<file path="config.mk">
export PLATFORM = sky130hd
export DESIGN_NAME = servo_timed_ramp_flat
export DESIGN_NICKNAME = d
export VERILOG_FILES = /design/src/hdl/sramp_pkg.sv /design/src/hdl/sramp_if.sv /design/src/hdl/sramp_ctrl.sv /design/src/hdl/sramp_dp.sv /design/src/hdl/servo_timed_ramp.sv /design/src/flat_wrapper.sv
export SDC_FILE = /design/constraint.sdc
export NUM_CORES = 2
export LEC_CHECK = 0
export BUFFER_PORTS_ARGS = -buffer_cell sky130_fd_sc_hd__clkbuf_2
export CAP_MARGIN = 10
export CORE_ASPECT_RATIO = 0.8
export CORE_MARGIN = 2
export CORE_UTILIZATION = 40
export CTS_CLUSTER_SIZE = 24
export DETAILED_ROUTE_END_ITERATION = 8
export PLACE_DENSITY_LB_ADDON = 0.12
export SLEW_MARGIN = 20
export SYNTH_ARGS = -nofsm -noshare
export SYNTH_HDL_FRONTEND = slang
export SYNTH_SLANG_ARGS = --single-unit
</file>
<file path="constraint.sdc">
create_clock -name clk_i -period 8.4 [get_ports clk_i]
set_input_delay 0.84 -clock clk_i [delete_from_list [all_inputs] [get_ports clk_i]]
set_output_delay 0.84 -clock clk_i [all_outputs]
set_load 0.02 [all_outputs]
</file>
<file path="src/hdl/sramp_pkg.sv">
`timescale 1ns / 1ps

package sramp_pkg;

  localparam int POS_BITS  = 12;
  localparam int TIME_BITS = 32;
  localparam int CH_BITS   = 4;
  localparam int PROD_BITS = POS_BITS + TIME_BITS;
  localparam int CNT_BITS  = $clog2(PROD_BITS);

  localparam logic [POS_BITS-1:0] RESET_POS = POS_BITS'(150);
  localparam logic [CH_BITS-1:0]  RESET_CH  = '0;

  // request codes
  localparam logic REQ_START = 1'b0;
  localparam logic REQ_TICK  = 1'b1;

  // controller to datapath
  typedef struct packed {
    logic load_start;
    logic snap;
    logic calc_init;
    logic mul_load;
    logic div_step;
    logic commit;
  } cmd_t;

  // datapath to controller
  typedef struct packed {
    logic req_tick;
    logic idle;
    logic past;
    logic same;
    logic rem_zero;
    logic mag_small;
  } status_t;

endpackage

</file>
<file path="src/hdl/sramp_if.sv">
`timescale 1ns / 1ps

interface sramp_in_if;
  logic                                valid;
  logic                                ready;
  logic                                req_type;
  logic [sramp_pkg::TIME_BITS-1:0]     time_now;
  logic [sramp_pkg::TIME_BITS-1:0]     move_duration;
  logic [sramp_pkg::POS_BITS-1:0]      start_pos;
  logic [sramp_pkg::POS_BITS-1:0]      target_pos;

  modport source (
    output valid, req_type, time_now, move_duration, start_pos, target_pos,
    input  ready
  );
  modport sink (
    input  valid, req_type, time_now, move_duration, start_pos, target_pos,
    output ready
  );
endinterface

interface sramp_out_if;
  logic                              valid;
  logic                              ready;
  logic [sramp_pkg::POS_BITS-1:0]    position;
  logic [sramp_pkg::CH_BITS-1:0]     channel;
  logic                              move_done;

  modport source (
    output valid, position, channel, move_done,
    input  ready
  );
  modport sink (
    input  valid, position, channel, move_done,
    output ready
  );
endinterface

</file>
<file path="src/hdl/sramp_ctrl.sv">
`timescale 1ns / 1ps

module sramp_ctrl (
  input  logic                clk_i,
  input  logic                rst_ni,
  input  logic                in_valid_i,
  output logic                in_ready_o,
  output logic                out_valid_o,
  input  logic                out_ready_i,
  input  sramp_pkg::status_t  st_i,
  output sramp_pkg::cmd_t     cmd_o
);

  localparam logic [1:0] S_IDLE = 2'd0;
  localparam logic [1:0] S_MUL  = 2'd1;
  localparam logic [1:0] S_DIV  = 2'd2;
  localparam logic [1:0] S_FIN  = 2'd3;

  localparam logic [sramp_pkg::CNT_BITS-1:0] CNT_LAST =
    sramp_pkg::CNT_BITS'(sramp_pkg::PROD_BITS - 1);

  logic [1:0]                       state_q, state_d;
  logic [sramp_pkg::CNT_BITS-1:0]   cnt_q, cnt_d;
  logic                             out_valid_q, out_valid_d;
  logic                             out_free;
  logic                             accept;
  logic                             load_out;

  assign out_free    = !out_valid_q || out_ready_i;
  assign in_ready_o  = (state_q == S_IDLE) && out_free;
  assign accept      = in_valid_i && in_ready_o;
  assign out_valid_o = out_valid_q;

  always_comb begin
    state_d = state_q;
    cnt_d   = cnt_q;
    cmd_o   = '0;
    case (state_q)
      S_IDLE: begin
        if (accept) begin
          if (!st_i.req_tick) begin
            cmd_o.load_start = 1'b1;
          end else if (st_i.idle || (!st_i.past && st_i.same)) begin
            // nothing to report
          end else if (st_i.past) begin
            cmd_o.snap = 1'b1;
          end else begin
            cmd_o.calc_init = 1'b1;
            state_d         = S_MUL;
          end
        end
      end
      S_MUL: begin
        if (st_i.rem_zero) begin
          state_d = S_IDLE;
        end else begin
          cmd_o.mul_load = 1'b1;
          cnt_d          = '0;
          state_d        = S_DIV;
        end
      end
      S_DIV: begin
        cmd_o.div_step = 1'b1;
        cnt_d          = cnt_q + 1'b1;
        if (cnt_q == CNT_LAST) begin
          state_d = S_FIN;
        end
      end
      S_FIN: begin
        if (st_i.mag_small) begin
          state_d = S_IDLE;
        end else if (out_free) begin
          cmd_o.commit = 1'b1;
          state_d      = S_IDLE;
        end
      end
      default: begin
        state_d = S_IDLE;
      end
    endcase
  end

  assign load_out = cmd_o.load_start || cmd_o.snap || cmd_o.commit;

  always_comb begin
    out_valid_d = out_valid_q;
    if (load_out) begin
      out_valid_d = 1'b1;
    end else if (out_ready_i) begin
      out_valid_d = 1'b0;
    end
  end

  always_ff @(posedge clk_i or negedge rst_ni) begin
    if (!rst_ni) begin
      state_q     <= S_IDLE;
      cnt_q       <= '0;
      out_valid_q <= 1'b0;
    end else begin
      state_q     <= state_d;
      cnt_q       <= cnt_d;
      out_valid_q <= out_valid_d;
    end
  end

endmodule

</file>
<file path="src/hdl/sramp_dp.sv">
`timescale 1ns / 1ps

module sramp_dp (
  input  logic                                clk_i,
  input  logic                                rst_ni,
  input  sramp_pkg::cmd_t                     cmd_i,
  output sramp_pkg::status_t                  st_o,
  input  logic                                req_type_i,
  input  logic [sramp_pkg::TIME_BITS-1:0]     time_now_i,
  input  logic [sramp_pkg::TIME_BITS-1:0]     move_duration_i,
  input  logic [sramp_pkg::POS_BITS-1:0]      start_pos_i,
  input  logic [sramp_pkg::POS_BITS-1:0]      target_pos_i,
  input  logic                                cfg_we_i,
  input  logic [sramp_pkg::CH_BITS-1:0]       cfg_data_i,
  output logic [sramp_pkg::POS_BITS-1:0]      position_o,
  output logic [sramp_pkg::CH_BITS-1:0]       channel_o,
  output logic                                move_done_o
);

  localparam int PW = sramp_pkg::POS_BITS;
  localparam int TW = sramp_pkg::TIME_BITS;
  localparam int QW = sramp_pkg::PROD_BITS;

  // move state
  logic [TW-1:0]  deadline_q, deadline_d;
  logic [TW-1:0]  last_q, last_d;
  logic [PW-1:0]  goal_q, goal_d;
  logic [PW-1:0]  cur_q, cur_d;
  logic [sramp_pkg::CH_BITS-1:0] pwm_q;

  // step computation
  logic [TW-1:0]  now_q, elapsed_q, remain_q, rem_q;
  logic [PW-1:0]  dist_q;
  logic           neg_q;
  logic [QW-1:0]  quo_q;

  logic [TW:0]    trial, diff;
  logic           ge;
  logic [PW:0]    mag;
  logic [PW+1:0]  sum_ext, dif_ext;
  logic [PW-1:0]  next_pos;
  logic           mag_over;

  assign st_o.req_tick  = (req_type_i == sramp_pkg::REQ_TICK);
  assign st_o.idle      = (deadline_q == '0);
  assign st_o.past      = (time_now_i >= deadline_q);
  assign st_o.same      = (time_now_i == last_q);
  assign st_o.rem_zero  = (remain_q == '0);
  assign st_o.mag_small = (quo_q[QW-1:1] == '0);

  // restoring division, one quotient bit a cycle
  assign trial = {rem_q, quo_q[QW-1]};
  assign diff  = trial - {1'b0, remain_q};
  assign ge    = (trial >= {1'b0, remain_q});

  // magnitude clamped to one full range
  assign mag_over = (|quo_q[QW-1:PW+1]) || (quo_q[PW] && (|quo_q[PW-1:0]));
  assign mag      = mag_over ? {1'b1, {PW{1'b0}}} : quo_q[PW:0];
  assign sum_ext  = {2'b00, cur_q} + {1'b0, mag};
  assign dif_ext  = {2'b00, cur_q} - {1'b0, mag};

  always_comb begin
    if (neg_q) begin
      next_pos = dif_ext[PW+1] ? '0 : dif_ext[PW-1:0];
    end else begin
      next_pos = (|sum_ext[PW+1:PW]) ? '1 : sum_ext[PW-1:0];
    end
  end

  always_comb begin
    deadline_d = deadline_q;
    last_d     = last_q;
    goal_d     = goal_q;
    cur_d      = cur_q;
    if (cmd_i.load_start) begin
      deadline_d = time_now_i + move_duration_i;
      last_d     = time_now_i;
      goal_d     = target_pos_i;
      cur_d      = start_pos_i;
    end else if (cmd_i.snap) begin
      deadline_d = '0;
      last_d     = '0;
      goal_d     = '0;
      cur_d      = goal_q;
    end else if (cmd_i.commit) begin
      last_d = now_q;
      cur_d  = next_pos;
    end
  end

  always_ff @(posedge clk_i or negedge rst_ni) begin
    if (!rst_ni) begin
      deadline_q <= '0;
      last_q     <= '0;
      goal_q     <= '0;
      cur_q      <= sramp_pkg::RESET_POS;
      pwm_q      <= sramp_pkg::RESET_CH;
    end else begin
      deadline_q <= deadline_d;
      last_q     <= last_d;
      goal_q     <= goal_d;
      cur_q      <= cur_d;
      if (cfg_we_i) begin
        pwm_q <= cfg_data_i;
      end
    end
  end

  always_ff @(posedge clk_i) begin
    if (cmd_i.calc_init) begin
      now_q     <= time_now_i;
      elapsed_q <= time_now_i - last_q;
      remain_q  <= deadline_q - last_q;
      neg_q     <= (goal_q < cur_q);
      dist_q    <= (goal_q < cur_q) ? (cur_q - goal_q) : (goal_q - cur_q);
    end
    if (cmd_i.mul_load) begin
      quo_q <= {{TW{1'b0}}, dist_q} * {{PW{1'b0}}, elapsed_q};
      rem_q <= '0;
    end else if (cmd_i.div_step) begin
      quo_q <= {quo_q[QW-2:0], ge};
      rem_q <= ge ? diff[TW-1:0] : trial[TW-1:0];
    end
  end

  always_ff @(posedge clk_i) begin
    if (cmd_i.load_start) begin
      position_o  <= start_pos_i;
      move_done_o <= 1'b0;
      channel_o   <= pwm_q;
    end else if (cmd_i.snap) begin
      position_o  <= goal_q;
      move_done_o <= 1'b1;
      channel_o   <= pwm_q;
    end else if (cmd_i.commit) begin
      position_o  <= next_pos;
      move_done_o <= 1'b0;
      channel_o   <= pwm_q;
    end
  end

endmodule

</file>
<file path="src/hdl/servo_timed_ramp.sv">
`timescale 1ns / 1ps

// Timed linear servo ramp. A start transaction (req_type 0) loads the move
// and reports start_pos; a tick transaction (req_type 1) snaps to the target
// once time_now reaches the deadline (move_done 1) or steps the position by
// the truncated share (target-pos)*(now-last)/(deadline-last) when that step
// exceeds one count. For a start, a snap and ticks ignored while idle or with
// no time elapsed, the result, if any, sits in the output register the cycle
// after the transaction. A tick with no time left between the last update and
// the deadline reports nothing. A stepping tick latches the time differences,
// forms the 12x32 multiply, runs the bit-serial restoring divider and then
// writes the result, waiting for the output register to be empty or drained;
// a step of one count or less writes nothing. A new transaction is taken
// whenever the sequencer is idle and the output register is empty or being
// drained. pwm_channel is written through cfg_we_i/cfg_data_i; the user must
// do so only while the block is idle; the block does not enforce it.

module servo_timed_ramp (
  input  logic                             clk_i,
  input  logic                             rst_ni,
  sramp_in_if.sink                         in_if,
  sramp_out_if.source                      out_if,
  input  logic                             cfg_we_i,
  input  logic [sramp_pkg::CH_BITS-1:0]    cfg_data_i
);

  sramp_pkg::cmd_t     cmd;
  sramp_pkg::status_t  st;

  // sequencer: accept, multiply, divide, write back
  sramp_ctrl u_ctrl (
    .clk_i       (clk_i),
    .rst_ni      (rst_ni),
    .in_valid_i  (in_if.valid),
    .in_ready_o  (in_if.ready),
    .out_valid_o (out_if.valid),
    .out_ready_i (out_if.ready),
    .st_i        (st),
    .cmd_o       (cmd)
  );

  // move state, step arithmetic and output register
  sramp_dp u_dp (
    .clk_i           (clk_i),
    .rst_ni          (rst_ni),
    .cmd_i           (cmd),
    .st_o            (st),
    .req_type_i      (in_if.req_type),
    .time_now_i      (in_if.time_now),
    .move_duration_i (in_if.move_duration),
    .start_pos_i     (in_if.start_pos),
    .target_pos_i    (in_if.target_pos),
    .cfg_we_i        (cfg_we_i),
    .cfg_data_i      (cfg_data_i),
    .position_o      (out_if.position),
    .channel_o       (out_if.channel),
    .move_done_o     (out_if.move_done)
  );

  // a start transaction shows start_pos in the next cycle
  a_start_result: assert property (@(posedge clk_i) disable iff (!rst_ni)
    (in_if.valid && in_if.ready && in_if.req_type == sramp_pkg::REQ_START) |=>
      (out_if.valid && !out_if.move_done && out_if.position == $past(in_if.start_pos)))
    else $error("start transaction did not report start position");

  // a result is never written over one still waiting
  a_no_overwrite: assert property (@(posedge clk_i) disable iff (!rst_ni)
    (cmd.load_start || cmd.snap || cmd.commit) |-> (!out_if.valid || out_if.ready))
    else $error("output register overwritten while pending");

  // completion leaves the block idle
  a_snap_idle: assert property (@(posedge clk_i) disable iff (!rst_ni)
    cmd.snap |=> st.idle)
    else $error("block not idle after move completion");

endmodule

</file>
<file path="src/flat_wrapper.sv">
// flat-port wrapper written by rule: the top's interface ports become plain ports
module servo_timed_ramp_flat 
  (clk_i, rst_ni, cfg_we_i, cfg_data_i, in_if_valid, in_if_req_type, in_if_time_now, in_if_move_duration, in_if_start_pos, in_if_target_pos, in_if_ready, out_if_valid, out_if_position, out_if_channel, out_if_move_done, out_if_ready);
  sramp_in_if in_if_i ();
  sramp_out_if out_if_i ();
  input  logic clk_i;
  input  logic rst_ni;
  input  logic cfg_we_i;
  input  logic [sramp_pkg::CH_BITS-1:0] cfg_data_i;
  input wire logic [$bits(in_if_i.valid)-1:0] in_if_valid;
  input wire logic [$bits(in_if_i.req_type)-1:0] in_if_req_type;
  input wire logic [$bits(in_if_i.time_now)-1:0] in_if_time_now;
  input wire logic [$bits(in_if_i.move_duration)-1:0] in_if_move_duration;
  input wire logic [$bits(in_if_i.start_pos)-1:0] in_if_start_pos;
  input wire logic [$bits(in_if_i.target_pos)-1:0] in_if_target_pos;
  output wire logic [$bits(in_if_i.ready)-1:0] in_if_ready;
  output wire logic [$bits(out_if_i.valid)-1:0] out_if_valid;
  output wire logic [$bits(out_if_i.position)-1:0] out_if_position;
  output wire logic [$bits(out_if_i.channel)-1:0] out_if_channel;
  output wire logic [$bits(out_if_i.move_done)-1:0] out_if_move_done;
  input wire logic [$bits(out_if_i.ready)-1:0] out_if_ready;
  assign in_if_i.valid = in_if_valid;
  assign in_if_i.req_type = in_if_req_type;
  assign in_if_i.time_now = in_if_time_now;
  assign in_if_i.move_duration = in_if_move_duration;
  assign in_if_i.start_pos = in_if_start_pos;
  assign in_if_i.target_pos = in_if_target_pos;
  assign in_if_ready = in_if_i.ready;
  assign out_if_valid = out_if_i.valid;
  assign out_if_position = out_if_i.position;
  assign out_if_channel = out_if_i.channel;
  assign out_if_move_done = out_if_i.move_done;
  assign out_if_i.ready = out_if_ready;
  servo_timed_ramp u_core (.clk_i(clk_i), .rst_ni(rst_ni), .in_if(in_if_i), .out_if(out_if_i), .cfg_we_i(cfg_we_i), .cfg_data_i(cfg_data_i));
endmodule
</file>
==> qor.csv <==
metric;value;unit
Seq cells post-synth;303;
io pins;117;
min Tclk post-route;6.87;ns
Core Util, Final;0.442;
fin nets;4354;
clk_lat worst skew;0.60;ns
clock slew at reported path FFs;0.06;ns
Max Transition Viols Final;0;
Setup crit start;u_core.u_dp.dist_q[7]$_DFFE_PP_;
Top FF cell, synth;edfxtp_1;
Setup CP Type;reg2reg;
largest area contributor in the netlist;fa_1;
row count;93;
die width;324;um
worst-margin pin slew;1.03;ns
vias per cell;5.34;
r2r worst-path depth;19;
RSZ-0062 raised after global routing;no;
Ant. Diodes;0;
final instance area;35700;um2
WL met3;5.74;mm
GPL Wtd Cong;0.883;
Syn Area/Cell;9.04;um2
Peak Freq;0.145;GHz
post-synth net total;4310;
Pre-Repair DR Iteration Count;7;
residual DRC count;0;
Longest Clk Path Bufs;3;
setup bufs post-CTS;0;
Die Y-Extent;260;um
CP startpoint kind;flip-flop;
YS warnings;0;
DR iter-0 viols;1881;
total clock sinks;303;
TritonCTS clock tree;yes;
Root Driver;clkbuf_16;
gr ovfl total;0;
CTS hold repair buffers;0;
Syn-to-layout area delta;9.17;%
reg2reg setup slack;1.53;ns
routed len/inst;19.6;um
Resize count post-CTS;0;
worst min-delay path category;in2async;
max cap viols;0;
dpl hpwl;73.6;mm
M1 WL;48.6;mm
Die ar.;84100;um2
Worst slew margin;0.308;
Cells after Synth;3615;
count leader, synth;inv_1;
asr flop ratio synth;0.333;
period utilization;0.818;
share of cells above drive strength 1;0.0713;
distinct cell type count after synthesis;89;
Synth top area share;0.189;
most frequent cells after synthesis;519 x inv_1, 514 x nand2_1, 308 x fa_1, 289 x ha_1, 169 x edfxtp_1;
GRT Util Overall;0.226;
instance area after placement;34300;um2
Final TNS setup;0;ns
Reg-to-Reg Start;u_core.u_dp.dist_q[7]$_DFFE_PP_;
uppermost layer routed;met4;
Starting Density;0.405;
Worst EP arrival;7.18;ns
vias in the first global route;25400;
Mapped Area;32700;um2
Max Clock Skew;0.0379;ns
Post-DRT Antenna Nets;0;
DRT Wirelength;93.7;mm
CP Max Fanout;17;
CTS H-tree lvls;2;
Synth area leaders;fa_1 19%, edfxtp_1 16%, ha_1 11%, dfrtp_1 7.4%, inv_1 6.0%;
largest net degree at the start of global routing;75;
IO buf count;116;
Setup Viol. Count Final;0;
worst endpoint required time;8.71;ns
metal2 WL;37.6;mm
minimum hold slack;0.323;ns
core area;80800;um2
vias post-DR;25500;
initial antenna violation count;1;
number of buffers created by CTS;39;
Hold Vio Cnt, Final;0;
Setup crit end kind;flip-flop;
sequential area share after synthesis;0.253;
Post-synth EDFFs;169;
first-pass GRT wire length;148;mm
run status;finished clean;
==> metrics by stage <==
| step | setup WS, ns | instances |
|---|---|---|
| floorplan | 1.12 | 3615 |
| global placement | 1.68 | 4710 |
| detailed placement | 1.57 | 4710 |
| CTS | 1.55 | 4779 |
| global route | 1.18 | 4779 |
| finish | 1.53 | 4779 |
==> worst max-delay path, stage by stage (launching register included) <==
cell	delay (ns)
edfxtp_1	0.79
buf_4	0.36
nand2_1	0.11
fa_1	0.45
fa_1	0.54
inv_1	0.05
fa_1	0.38
fa_1	0.52
inv_1	0.07
fa_1	0.53
inv_1	0.05
ha_1	0.38
a211o_1	0.32
a21oi_1	0.43
a2111oi_4	0.18
o31ai_2	0.55
a31oi_4	0.17
o41ai_2	0.40
xor2_1	0.18
o21ai_0	0.10
==> registers in the layout, indices dropped and copies added (netlist names), 4 cells and up, named ones only <==
signal	cells
u_core.u_ctrl.cnt_q	6
u_core.u_dp.remain_q	32
u_core.u_dp.last_q	32
u_core.u_dp.dist_q	12
u_core.u_dp.now_q	32
u_core.u_dp.pwm_q	4
u_core.u_dp.position_o	12
u_core.u_dp.rem_q	32
u_core.u_dp.elapsed_q	32
u_core.u_dp.channel_o	4
u_core.u_dp.cur_q	12
u_core.u_dp.deadline_q	32
u_core.u_dp.quo_q	44
u_core.u_dp.goal_q	12
==> path summary, 6_finish.rpt <==
kind | to
max | u_core.u_dp.quo_q[38]$_DFFE_PP_
min | u_core.u_dp.deadline_q[24]$_DFFE_PN0P_
max reg2reg | u_core.u_dp.quo_q[38]$_DFFE_PP_
min reg2reg | u_core.u_dp.channel_o[3]$_DFFE_PP_
max in group asynchronous | u_core.u_dp.goal_q[0]$_DFFE_PN0P_
min in group clk_i | u_core.u_dp.cur_q[7]$_DFFE_PN1P_
==> routing by layer <==
metal  global-route usage  vias up
li1                     -    12300
met1                0.357    12400
met2                0.319      693
met3               0.0379       82
met4               0.0499        0
met5                    0        -
==> cell families (layout without fill, tap and decap cells) <==
kind of cell,after synthesis,after routing,share of synthesized area
compound gates,765,765,0.157
xor+xnor,157,157,0.0421
fa+ha+maj,597,597,0.299
buf+inv,663,735,0.0773
flops,303,303,0.253
mux,73,73,0.0229
simple gates,1057,1057,0.148
==> area by class of cell <==
class                   instances  area [um2]
clock buffers                  51        1060
fillers                      8032       45100
multi-input cells            2649       21900
clock inverters                18         294
flip-flops and latches        303        8270
repair buffers                146         808
well taps                    1092        1370
inverters                     520        1950
==> cells in the final DEF, fill, tap and decap left out, types with 26 or more instances in the layout <==
| cell | netlist | routed |
|---|---|---|
| mux2i_1 | 62 | 62 |
| nand2_1 | 514 | 514 |
| nor2_1 | 149 | 147 |
| clkbuf_2 | 0 | 115 |
| ha_1 | 289 | 289 |
| edfxtp_1 | 169 | 169 |
| dfxtp_1 | 33 | 33 |
| dfrtp_1 | 97 | 97 |
| xnor2_1 | 88 | 88 |
| o31ai_1 | 56 | 56 |
| nand3_1 | 68 | 68 |
| nor3_1 | 35 | 35 |
| o21ai_0 | 130 | 130 |
| buf_4 | 0 | 31 |
| o21ai_1 | 38 | 37 |
| and2_1 | 119 | 119 |
| fa_1 | 308 | 308 |
| nor4_1 | 32 | 32 |
| o21a_1 | 35 | 34 |
| clkbuf_16 | 0 | 39 |
| a21oi_1 | 162 | 162 |
| inv_1 | 519 | 518 |
| nand4_1 | 33 | 33 |
| nor2b_1 | 26 | 26 |
| xor2_1 | 69 | 69 |
| a21o_1 | 106 | 106 |
Power is not shown: default switching activity piles up to over one toggle a cycle in this logic, so the estimate is an artifact.
